**src/rtl/core/tltw_pkg.sv**
```systemverilog
// package for the two-level timing wheel: types, codes and constants
`default_nettype none
package tltw_pkg;
    localparam int MAX_TASKS_DEF = 16;
    localparam int SLOTS_DEF     = 10;
    localparam int MAX_RESULTS   = 16;
    localparam int NRES_W        = 5;
    localparam int TICKS_PER_SEC = 10;
    localparam int FAST_LIMIT    = 1000;
    // t / 100 for t < 1000 is (t * 656) >> 16
    localparam int RECIP_100     = 656;
    localparam int SHIFT_100     = 16;
    // t / 1000 for any 16-bit t is (t * 67109) >> 26
    localparam int RECIP_1000    = 67109;
    localparam int SHIFT_1000    = 26;
    localparam int SUM_W         = 8;

    typedef enum logic [1:0] {
        ST_FIRED   = 2'd0,
        ST_ADD_OK  = 2'd1,
        ST_FULL    = 2'd2,
        ST_NO_FIRE = 2'd3
    } t_status;

    typedef enum logic [3:0] {
        S_IDLE,
        S_FIRE_HEAD,
        S_FIRE,
        S_REARM,
        S_CALC,
        S_MOD,
        S_WALK_INIT,
        S_WALK,
        S_AFTER,
        S_EMIT,
        S_FIN
    } t_state;
endpackage
`default_nettype wire

```
**src/rtl/core/two_level_timing_wheel.sv**
```systemverilog
// two-level timing wheel: task pool, slot lists and firing sequencer
// an add computes its slot index, reduces it modulo the slot count and walks its slot
//   to its sorted place; a rejected add only emits its status; a tick fires the current
//   fast slot, then re-files each re-armed entry in firing order; every tenth tick also
//   fires the slow slot; a stalled result channel holds the transaction back
// throughput: one transaction at a time, ready only in idle with no result pending
// reset: synchronous active low; clears pool valid bits, slot heads, pointers, tick count
`default_nettype none
module two_level_timing_wheel #(
    parameter int MAX_TASKS = tltw_pkg::MAX_TASKS_DEF,
    parameter int SLOTS     = tltw_pkg::SLOTS_DEF
) (
    input  wire logic               i_clk,
    input  wire logic               i_rst_n,
    input  wire logic               i_valid,
    output logic                    o_ready,
    input  wire logic               i_kind,
    input  wire logic [15:0]        i_task_id,
    input  wire logic [15:0]        i_timeout_ms,
    input  wire logic               i_periodic,
    input  wire logic signed [15:0] i_repeat_count,
    input  wire logic [15:0]        i_interval_ms,
    output logic                    o_valid,
    input  wire logic               i_ready,
    output logic [15:0]             o_fired_task_id,
    output logic [1:0]              o_status,
    output logic                    o_last
);
    import tltw_pkg::*;

    localparam int IW  = (MAX_TASKS > 1) ? $clog2(MAX_TASKS) : 1;
    localparam int PW  = IW + 1;                 // entry pointer, top bit = empty marker
    localparam int SPW = (SLOTS > 1) ? $clog2(SLOTS) : 1;
    localparam int SXW = $clog2(2 * SLOTS);
    localparam int KW  = $clog2(MAX_TASKS + 1);
    localparam logic [PW-1:0] NIL = {1'b1, {IW{1'b0}}};

    // pool, payload fields (written before any read)
    logic [15:0]        r_id       [MAX_TASKS];
    logic [15:0]        r_timeout  [MAX_TASKS];
    logic [15:0]        r_interval [MAX_TASKS];
    logic signed [15:0] r_repeat   [MAX_TASKS];
    logic               r_periodic [MAX_TASKS];
    logic [PW-1:0]      r_next     [MAX_TASKS];
    // re-arm queue: entry and its new timeout, in firing order
    logic [IW-1:0]      r_rq       [MAX_TASKS];
    logic [15:0]        r_rqt      [MAX_TASKS];

    // control state
    logic [MAX_TASKS-1:0] r_valid;
    logic [PW-1:0]        r_head [2*SLOTS];
    logic [SPW-1:0]       r_fp, r_sp;
    logic [3:0]           r_tc;
    t_state               r_state, n_state;
    logic                 r_tick, r_second, r_slowph, r_slow;
    t_status              r_est;
    logic [IW-1:0]        r_e;
    logic [15:0]          r_t;
    logic [SXW-1:0]       r_slot;
    logic [PW-1:0]        r_cur, r_prev;
    logic [KW-1:0]        r_k, r_ri;
    logic [SUM_W-1:0]     r_sum;
    logic [NRES_W-1:0]    r_nres;

    // pending result and output register
    logic        r_pv, r_ov, r_olast;
    logic [15:0] r_pid, r_oid;
    t_status     r_pst, r_ost;

    assign o_ready         = (r_state == S_IDLE) && !r_pv;
    assign o_valid         = r_ov;
    assign o_fired_task_id = r_oid;
    assign o_status        = r_ost;
    assign o_last          = r_olast;

    logic w_acc;
    assign w_acc = i_valid && o_ready;

    // lowest free pool entry
    logic          w_full;
    logic [IW-1:0] w_free;
    always_comb begin
        w_full = 1'b1;
        w_free = '0;
        for (int j = MAX_TASKS - 1; j >= 0; j--) begin
            if (!r_valid[j]) begin
                w_full = 1'b0;
                w_free = IW'(j);
            end
        end
    end

    // entry at the walk pointer
    logic          w_cur_nil;
    logic [IW-1:0] w_ci;
    logic          w_rearm, w_walk_on;
    assign w_cur_nil = r_cur[IW];
    assign w_ci      = r_cur[IW-1:0];
    assign w_rearm   = r_periodic[w_ci] && ((r_repeat[w_ci] > 16'sd0) ||
                                            (r_repeat[w_ci] == -16'sd1));
    assign w_walk_on = !w_cur_nil && (r_timeout[w_ci] < r_t);

    // slot index unit: quotient by reciprocal multiply
    logic [25:0]      w_pf;
    logic [32:0]      w_ps;
    logic             w_is_slow;
    logic [SUM_W-1:0] w_sum;
    assign w_pf      = {10'd0, r_t} * 26'(RECIP_100);
    assign w_ps      = {17'd0, r_t} * 33'(RECIP_1000);
    assign w_is_slow = (r_t >= 16'(FAST_LIMIT));
    assign w_sum     = w_is_slow ? (SUM_W'(w_ps[32:SHIFT_1000]) + SUM_W'(r_sp))
                                 : (SUM_W'(w_pf[25:SHIFT_100]) + SUM_W'(r_fp));

    // pointer advance with wrap
    logic [SPW-1:0] w_fp_adv, w_sp_adv;
    assign w_fp_adv = (r_fp == SPW'(SLOTS - 1)) ? '0 : r_fp + 1'b1;
    assign w_sp_adv = (r_sp == SPW'(SLOTS - 1)) ? '0 : r_sp + 1'b1;

    // result emission; drops past the result cap
    logic    w_can, w_emit;
    logic [15:0] w_eid;
    t_status w_est;
    assign w_can = (r_nres == NRES_W'(MAX_RESULTS)) || !r_pv || !r_ov;

    always_comb begin
        w_emit = 1'b0;
        w_eid  = '0;
        w_est  = r_est;
        case (r_state)
            S_FIRE: begin
                w_emit = !w_cur_nil && w_can;
                w_eid  = r_id[w_ci];
                w_est  = ST_FIRED;
            end
            S_EMIT: begin
                w_emit = w_can;
            end
            default: begin
                w_emit = 1'b0;
            end
        endcase
    end

    // next state
    always_comb begin
        n_state = r_state;
        case (r_state)
            S_IDLE:      if (w_acc) n_state = i_kind ? S_FIRE_HEAD : (w_full ? S_EMIT : S_CALC);
            S_FIRE_HEAD: n_state = S_FIRE;
            S_FIRE:      if (w_cur_nil) n_state = (r_k != '0) ? S_REARM : S_AFTER;
            S_REARM:     n_state = (r_ri == r_k) ? S_AFTER : S_CALC;
            S_CALC:      n_state = S_MOD;
            S_MOD:       if (r_sum < SUM_W'(SLOTS)) n_state = S_WALK_INIT;
            S_WALK_INIT: n_state = S_WALK;
            S_WALK:      if (!w_walk_on) n_state = r_tick ? S_REARM : S_EMIT;
            S_AFTER: begin
                if (!r_slowph && r_second) n_state = S_FIRE_HEAD;
                else n_state = (r_nres == '0) ? S_EMIT : S_FIN;
            end
            S_EMIT:      if (w_can) n_state = S_FIN;
            S_FIN:       if (!r_ov) n_state = S_IDLE;
            default:     n_state = S_IDLE;
        endcase
    end

    // control registers
    always_ff @(posedge i_clk) begin
        if (!i_rst_n) begin
            r_state  <= S_IDLE;
            r_valid  <= '0;
            for (int j = 0; j < 2 * SLOTS; j++) r_head[j] <= NIL;
            r_fp     <= '0;
            r_sp     <= '0;
            r_tc     <= '0;
            r_pv     <= 1'b0;
            r_ov     <= 1'b0;
            r_nres   <= '0;
            r_tick   <= 1'b0;
            r_second <= 1'b0;
            r_slowph <= 1'b0;
            r_k      <= '0;
            r_ri     <= '0;
        end else begin
            r_state <= n_state;
            if (r_ov && i_ready) r_ov <= 1'b0;

            if (w_emit && (r_nres != NRES_W'(MAX_RESULTS))) begin
                if (r_pv) begin
                    r_ov    <= 1'b1;
                    r_oid   <= r_pid;
                    r_ost   <= r_pst;
                    r_olast <= 1'b0;
                end
                r_pv   <= 1'b1;
                r_pid  <= w_eid;
                r_pst  <= w_est;
                r_nres <= r_nres + 1'b1;
            end

            case (r_state)
                S_IDLE: begin
                    if (w_acc) begin
                        r_tick <= i_kind;
                        if (i_kind) begin
                            r_slot   <= SXW'(r_fp);
                            r_fp     <= w_fp_adv;
                            r_second <= (r_tc == 4'(TICKS_PER_SEC - 1));
                            r_tc     <= (r_tc == 4'(TICKS_PER_SEC - 1)) ? '0 : r_tc + 1'b1;
                            r_slowph <= 1'b0;
                        end else if (w_full) begin
                            r_est <= ST_FULL;
                        end else begin
                            r_est          <= ST_ADD_OK;
                            r_e            <= w_free;
                            r_t            <= i_timeout_ms;
                            r_valid[w_free] <= 1'b1;
                        end
                    end
                end
                S_FIRE_HEAD: begin
                    r_cur          <= r_head[r_slot];
                    r_head[r_slot] <= NIL;
                    r_k            <= '0;
                    r_ri           <= '0;
                end
                S_FIRE: begin
                    if (!w_cur_nil && w_can) begin
                        if (w_rearm) r_k <= r_k + 1'b1;
                        else r_valid[w_ci] <= 1'b0;
                        r_cur <= r_next[w_ci];
                    end
                end
                S_REARM: begin
                    if (r_ri != r_k) begin
                        r_e  <= r_rq[r_ri[IW-1:0]];
                        r_t  <= r_rqt[r_ri[IW-1:0]];
                        r_ri <= r_ri + 1'b1;
                    end
                end
                S_CALC: begin
                    r_sum  <= w_sum;
                    r_slow <= w_is_slow;
                end
                S_MOD: begin
                    if (r_sum >= SUM_W'(SLOTS)) r_sum <= r_sum - SUM_W'(SLOTS);
                    else r_slot <= SXW'(r_sum) + (r_slow ? SXW'(SLOTS) : '0);
                end
                S_WALK_INIT: begin
                    r_cur  <= r_head[r_slot];
                    r_prev <= NIL;
                end
                S_WALK: begin
                    if (w_walk_on) begin
                        r_prev <= r_cur;
                        r_cur  <= r_next[w_ci];
                    end else if (r_prev[IW]) begin
                        r_head[r_slot] <= {1'b0, r_e};
                    end
                end
                S_AFTER: begin
                    if (!r_slowph && r_second) begin
                        r_slowph <= 1'b1;
                        r_sp     <= w_sp_adv;
                        r_slot   <= SXW'(SLOTS) + SXW'(r_sp);
                    end else if (r_nres == '0) begin
                        r_est <= ST_NO_FIRE;
                    end
                end
                S_FIN: begin
                    if (!r_ov) begin
                        r_ov    <= 1'b1;
                        r_oid   <= r_pid;
                        r_ost   <= r_pst;
                        r_olast <= 1'b1;
                        r_pv    <= 1'b0;
                        r_nres  <= '0;
                    end
                end
                default: begin
                    r_k <= r_k;
                end
            endcase
        end
    end

    // pool payload and re-arm queue, no reset
    always_ff @(posedge i_clk) begin
        case (r_state)
            S_IDLE: begin
                if (w_acc && !i_kind && !w_full) begin
                    r_id[w_free]       <= i_task_id;
                    r_timeout[w_free]  <= i_timeout_ms;
                    r_periodic[w_free] <= i_periodic;
                    r_repeat[w_free]   <= i_repeat_count;
                    r_interval[w_free] <= i_interval_ms;
                end
            end
            S_FIRE: begin
                if (!w_cur_nil && w_can && w_rearm) begin
                    if (r_repeat[w_ci] > 16'sd0) r_repeat[w_ci] <= r_repeat[w_ci] - 16'sd1;
                    r_timeout[w_ci]    <= r_interval[w_ci];
                    r_rq[r_k[IW-1:0]]  <= w_ci;
                    r_rqt[r_k[IW-1:0]] <= r_interval[w_ci];
                end
            end
            S_WALK: begin
                if (!w_walk_on) begin
                    r_next[r_e] <= r_cur;
                    if (!r_prev[IW]) r_next[r_prev[IW-1:0]] <= {1'b0, r_e};
                end
            end
            default: begin
            end
        endcase
    end

    // at most the result cap is counted per transaction
    a_nres_cap: assert property (@(posedge i_clk) disable iff (!i_rst_n)
        r_nres <= NRES_W'(MAX_RESULTS))
        else $error("result count over cap");

    // idle always means the pending result was handed on
    a_idle_clear: assert property (@(posedge i_clk) disable iff (!i_rst_n)
        (r_state == S_IDLE) |-> !r_pv)
        else $error("pending result left in idle");

    // re-arm queue never overruns the pool
    a_rq_bound: assert property (@(posedge i_clk) disable iff (!i_rst_n)
        r_k <= KW'(MAX_TASKS))
        else $error("re-arm queue overrun");

    // wheel pointers stay inside the wheel
    a_ptr_range: assert property (@(posedge i_clk) disable iff (!i_rst_n)
        (r_fp < SPW'(SLOTS - 1) || r_fp == SPW'(SLOTS - 1)) &&
        (r_sp < SPW'(SLOTS - 1) || r_sp == SPW'(SLOTS - 1)))
        else $error("wheel pointer out of range");
endmodule
`default_nettype wire

```
**config.mk**
```make
export PLATFORM = sky130hd
export DESIGN_NAME = two_level_timing_wheel
export DESIGN_NICKNAME = d
export VERILOG_FILES = /design/src/rtl/core/tltw_pkg.sv /design/src/rtl/core/two_level_timing_wheel.sv
export SDC_FILE = /design/constraint.sdc
export NUM_CORES = 2
export LEC_CHECK = 0
export ABC_AREA = 1
export BUFFER_PORTS_ARGS = -buffer_cell sky130_fd_sc_hd__clkbuf_2
export CORE_MARGIN = 1
export CORE_UTILIZATION = 40
export CTS_CLUSTER_SIZE = 20
export DETAILED_ROUTE_END_ITERATION = 16
export GPL_TIMING_DRIVEN = 1
export PLACE_DENSITY_LB_ADDON = 0.15
export SETUP_SLACK_MARGIN = 0.3
export SLEW_MARGIN = 5
export SYNTH_ARGS = -nofsm -noshare
export SYNTH_HDL_FRONTEND = slang
export SYNTH_SLANG_ARGS = --single-unit
```
**constraint.sdc**
```tcl
create_clock -name i_clk -period 6.2 [get_ports i_clk]
set_clock_uncertainty 0.2 [all_clocks]
set_input_delay 0.62 -clock i_clk [delete_from_list [all_inputs] [get_ports i_clk]]
set_output_delay 0.62 -clock i_clk [all_outputs]
set_load 0.02 [all_outputs]
```
==> results <==
- In this run the cell area of the synthesized design comes to 78300 um^2.
- The vias per cell is 5.45.
- The H-tree was split into 4 levels.
- For this run, asynchronously set or reset flops after synthesis account for 0.
- After synthesis the netlist holds a flip-flop and latch count of ~1700.
- The count of cell types in the netlist is 63.
- In this run the count of I/O pins placed on the die edge is about 90.
- The class of the worst hold path is in2reg.
- The number of CTS-inserted buffers is roughly 190.
- The via count of the first global-routing pass is 50700.
- Prior to clock tree synthesis, the placed netlist has a worst setup slack of between 0.2 and 0.25 ns.
- The total of max-cap violations is 0.
- The detailed-route DRC error count is 1.
- The total design power is a little over 40000 uW.
- At the end of the flow the core is filled with cells to 0.458.
- The number of nets handed over by synthesis was about 7100.
- The maximum clock rate is between 150 and 200 MHz.
- The slew at the pin closest to its max-slew limit is between 1 and 1.5 ns.
- Among the stages of the critical path, the cell type that occurs most often is sky130_fd_sc_hd__nand2_1.
- In the finished design, the share of the clock period the worst path needs comes to 0.924.
- Data arrives at the worst endpoint at 6.08 ns.
- The first-pass GRT wire length is approximately 330000 um.
- The number of input and output port buffers inserted is 90.
- The all-layer global routing usage is 0.225.
- The required time at the endpoint of the critical path is between 6 and 7 ns.
- The area enclosed by the die boundary is 198000 um^2.
- The checks that failed: DRC.
- Setup slack on the critical path of the routed design comes to 0.469 ns.
- The hold path endpoint is r_state[0].
- For this design the static power due to leakage is approximately 0.032 uW.
- The count of fill cells added during filler insertion is roughly 18000.
- The logic depth of the worst register-to-register path is 31.
- The pre-antenna-repair detailed-routing pass consisted of 14 iterations.
- The minimum clock period after layout is between 5 and 6 ns.
- The critical setup path kind is reg2reg.
- The areal power density over the cells is around 460 nW/um^2.
- The capture instance of the worst register-to-register path is r_sum[6].
- The clock latency on the worst-skew pair is between 0.8 and 0.9 ns.
- The post-detailed-route count of antenna-violating nets is 0.
- In this run the most critical hold path is launched from i_kind.
- In the layout the commonest cells are sky130_fd_sc_hd__edfxtp_1 (1667), sky130_fd_sc_hd__nand2_1 (998), sky130_fd_sc_hd__nor2_1 (849).
- Across all register-to-register paths, the minimum setup slack is 0.47 ns.
- The violation count after the first detailed-routing iteration is between 5000 and 6000.
- The total wire length after detailed routing is between 200000 and 250000 um.
- Yosys mapped a number of flops with a built-in enable equal to around 1700.
- TritonCTS built the clock tree.
- The top-area cell type share of the netlist area is 0.639.
- The top cell type by total area after synthesis is sky130_fd_sc_hd__edfxtp_1.
- The final setup violation count is 0.
- The peak supply drop is ~0.45 mV.
- The launching element type of the critical path is a flip-flop.
- Setup repair after global routing could not meet its margin everywhere.
- The post-CTS clock slew at the launch and capture registers of the worst setup and hold paths is ~0.060 ns.
- In the final timing run, aggregate negative setup slack is 0 ns.
- The initial antenna violation count was 15.
- Detailed routing inserted a total of roughly 53000 vias.
- For this run, the number of Yosys warnings is 0.
- The detailed-route wire length per cell is between 20 and 25 um.
- The cell at the root of the clock tree is sky130_fd_sc_hd__clkbuf_16.
- Relative to the synthesized area, the layout overhead comes to 14.0%.
- The core area is slightly below 200000 um^2.
- The longest clock path from root to sink contains 3 buffers.
- The count of pins over their slew limit came to 0.
- The die height is around 440 um.
- After legalization and detailed placement, the total HPWL measured 134000 um.
- In the post-synthesis netlist, the biggest area contributors are sky130_fd_sc_hd__edfxtp_1 (64%), sky130_fd_sc_hd__nand2_1 (4.8%), sky130_fd_sc_hd__nor2_1 (4.3%), sky130_fd_sc_hd__o21ai_0 (3.5%), sky130_fd_sc_hd__ha_1 (3.5%).
- Measured against its own limit, the worst slew margin works out to 0.252.
- In this run the critical register-to-register path is launched from r_t[5].
- The hold path depth is 5.
- Along the worst path, the maximum fanout reaches 4.
- The leading cell type in the layout, fill and taps excluded is sky130_fd_sc_hd__edfxtp_1.
- Counting every instance in the synthesized netlist gives ~6700.
- The hold violation count in the final report was 0.
- The row count is 162.
- The starting utilization of the core area is 0.402.
- The longest individual stage delay on the worst path is between 0.5 and 0.6 ns.
- The flow ran to the end, but the final reports show violations.
- The net total in the final layout is 7245.
- Among all stages on the critical path, the largest delay is contributed by sky130_fd_sc_hd__fa_1.
- The post-synthesis sequential area ratio is 0.660.
- The fraction of layout instances using a drive strength above 1 is 0.111.
- The average instance area after synthesis is about 12 um^2.
- Summed over all layers, the global routing overflow is 0.
- The clock drives 1748 sinks.
- Routability-driven placement finished with a final weighted congestion of 0.894.
- The die is 445 um wide.
- The critical path capture point type is a flip-flop.
- The largest net degree at the start of global routing is 177.
- Hold is met by 0.0797 ns.
- The most instantiated flip-flop cell in the synthesis netlist is sky130_fd_sc_hd__edfxtp_1.
how the worst max path moves through the flow:
stage / startpoint / to / slack, ns / cells past startpoint
floorplan: r_t[8] / r_sum[6] / 0.60 / 29
finish: r_t[5] / r_sum[6] / 0.47 / 31
CTS: r_t[4] / r_sum[3] / 0.33 / 29
detailed placement: r_t[4] / r_sum[6] / 0.21 / 31
global placement: r_t[4] / r_sum[6] / 0.27 / 31
global route: r_t[2] / r_sum[3] / 0.23 / 25
logic make-up after synthesis:
kind of cell	count (synthesis)	share of synthesized area
buffers and inverters	839	0.0430
DFF	1748	0.660
and+or+nand+nor	2355	0.123
AOI/OAI and AO/OA	1375	0.108
muxes	117	0.0152
adders and majority gates	267	0.0472
xor gates and xnor gates	40	0.00447
report_power, final:
part,switching (uW),internal [uW]
combinational,10600,5200
clock,4760,6140
sequential,350,14000
total,15700,25300
per-layer routing:
layer / vias to the layer above / wire length [um] / GRT usage
li1: 24600 / - / -
met1: 26300 / 99500 / 0.312
met4: 16 / 5700 / 0.0649
met2: 1587 / 109000 / 0.371
met5: - / 105 / 0
met3: 353 / 12300 / 0.0283
worst max-delay path: cells and delay by family, from the launching register on:
| family | cells | cell delay, ns |
|---|---|---|
| AO/OA/AOI/OAI | 3 | 0.60 |
| adder cells (fa/ha/maj) | 8 | 2.81 |
| AND/OR/NAND/NOR | 12 | 0.82 |
| buffers and inverters | 7 | 0.46 |
| XOR/XNOR | 1 | 0.10 |
| flip-flops | 1 | 0.47 |
registers in the layout, summed over array words and instances (netlist names), 5 cells and up, named ones only:
| name | cells |
|---|---|
| r_ri | 5 |
| r_head | 160 |
| r_rq | 64 |
| r_t | 16 |
| r_valid | 16 |
| r_prev | 5 |
| r_next | 80 |
| r_interval | 256 |
| r_periodic | 16 |
| r_sum | 8 |
| o_fired_task_id | 16 |
| r_id | 256 |
| r_slot | 5 |
| r_cur | 5 |
| r_repeat | 256 |
| r_nres | 5 |
| r_timeout | 256 |
| r_pid | 16 |
| r_k | 5 |
| r_rqt | 256 |
repair_timing:
item / CTS / global route
setup endpoints to repair: 3 / 4
gates resized for setup: 2 / 63
buffers inserted: 4 / 11
endpoints found under the hold margin: 539 / 0
hold buffers: 36 / 0
pin swaps: 0 / 29
through the flow:
stage	std cells	instance area [um^2]
detailed placement	9292	82500
global route	9689	89300
finish	9689	89300
floorplan	6741	78300
global placement	9292	82500
CTS	9677	88800
layout make-up:
cell class / instances / area, um^2 / share of cell area
Inverter: 474 / 1800 / 0.0202
Clock buffer: 242 / 5000 / 0.0560
Multi-Input combinational cell: 4154 / 23900 / 0.267
Sequential cell: 1748 / 51700 / 0.579
Antenna cell: 1 / 2.50 / 0.0000280
Clock inverter: 103 / 968 / 0.0108
Timing Repair Buffer: 343 / 2630 / 0.0294
Tap cell: 2624 / 3280 / 0.0368
cell usage after synthesis (51+ instances only):
master                     number
sky130_fd_sc_hd__inv_1        451
sky130_fd_sc_hd__o211ai_1     115
sky130_fd_sc_hd__nand2_1     1001
sky130_fd_sc_hd__nor2_1       907
sky130_fd_sc_hd__dfxtp_1       81
sky130_fd_sc_hd__a21oi_1      251
sky130_fd_sc_hd__mux2i_1       99
sky130_fd_sc_hd__nand3_1      317
sky130_fd_sc_hd__o221ai_1     168
sky130_fd_sc_hd__edfxtp_1    1667
sky130_fd_sc_hd__a22oi_1      128
sky130_fd_sc_hd__buf_2         51
sky130_fd_sc_hd__clkbuf_1     258
sky130_fd_sc_hd__ha_1         219
sky130_fd_sc_hd__o21ai_0      554
Power figures use the tool's default switching activity.
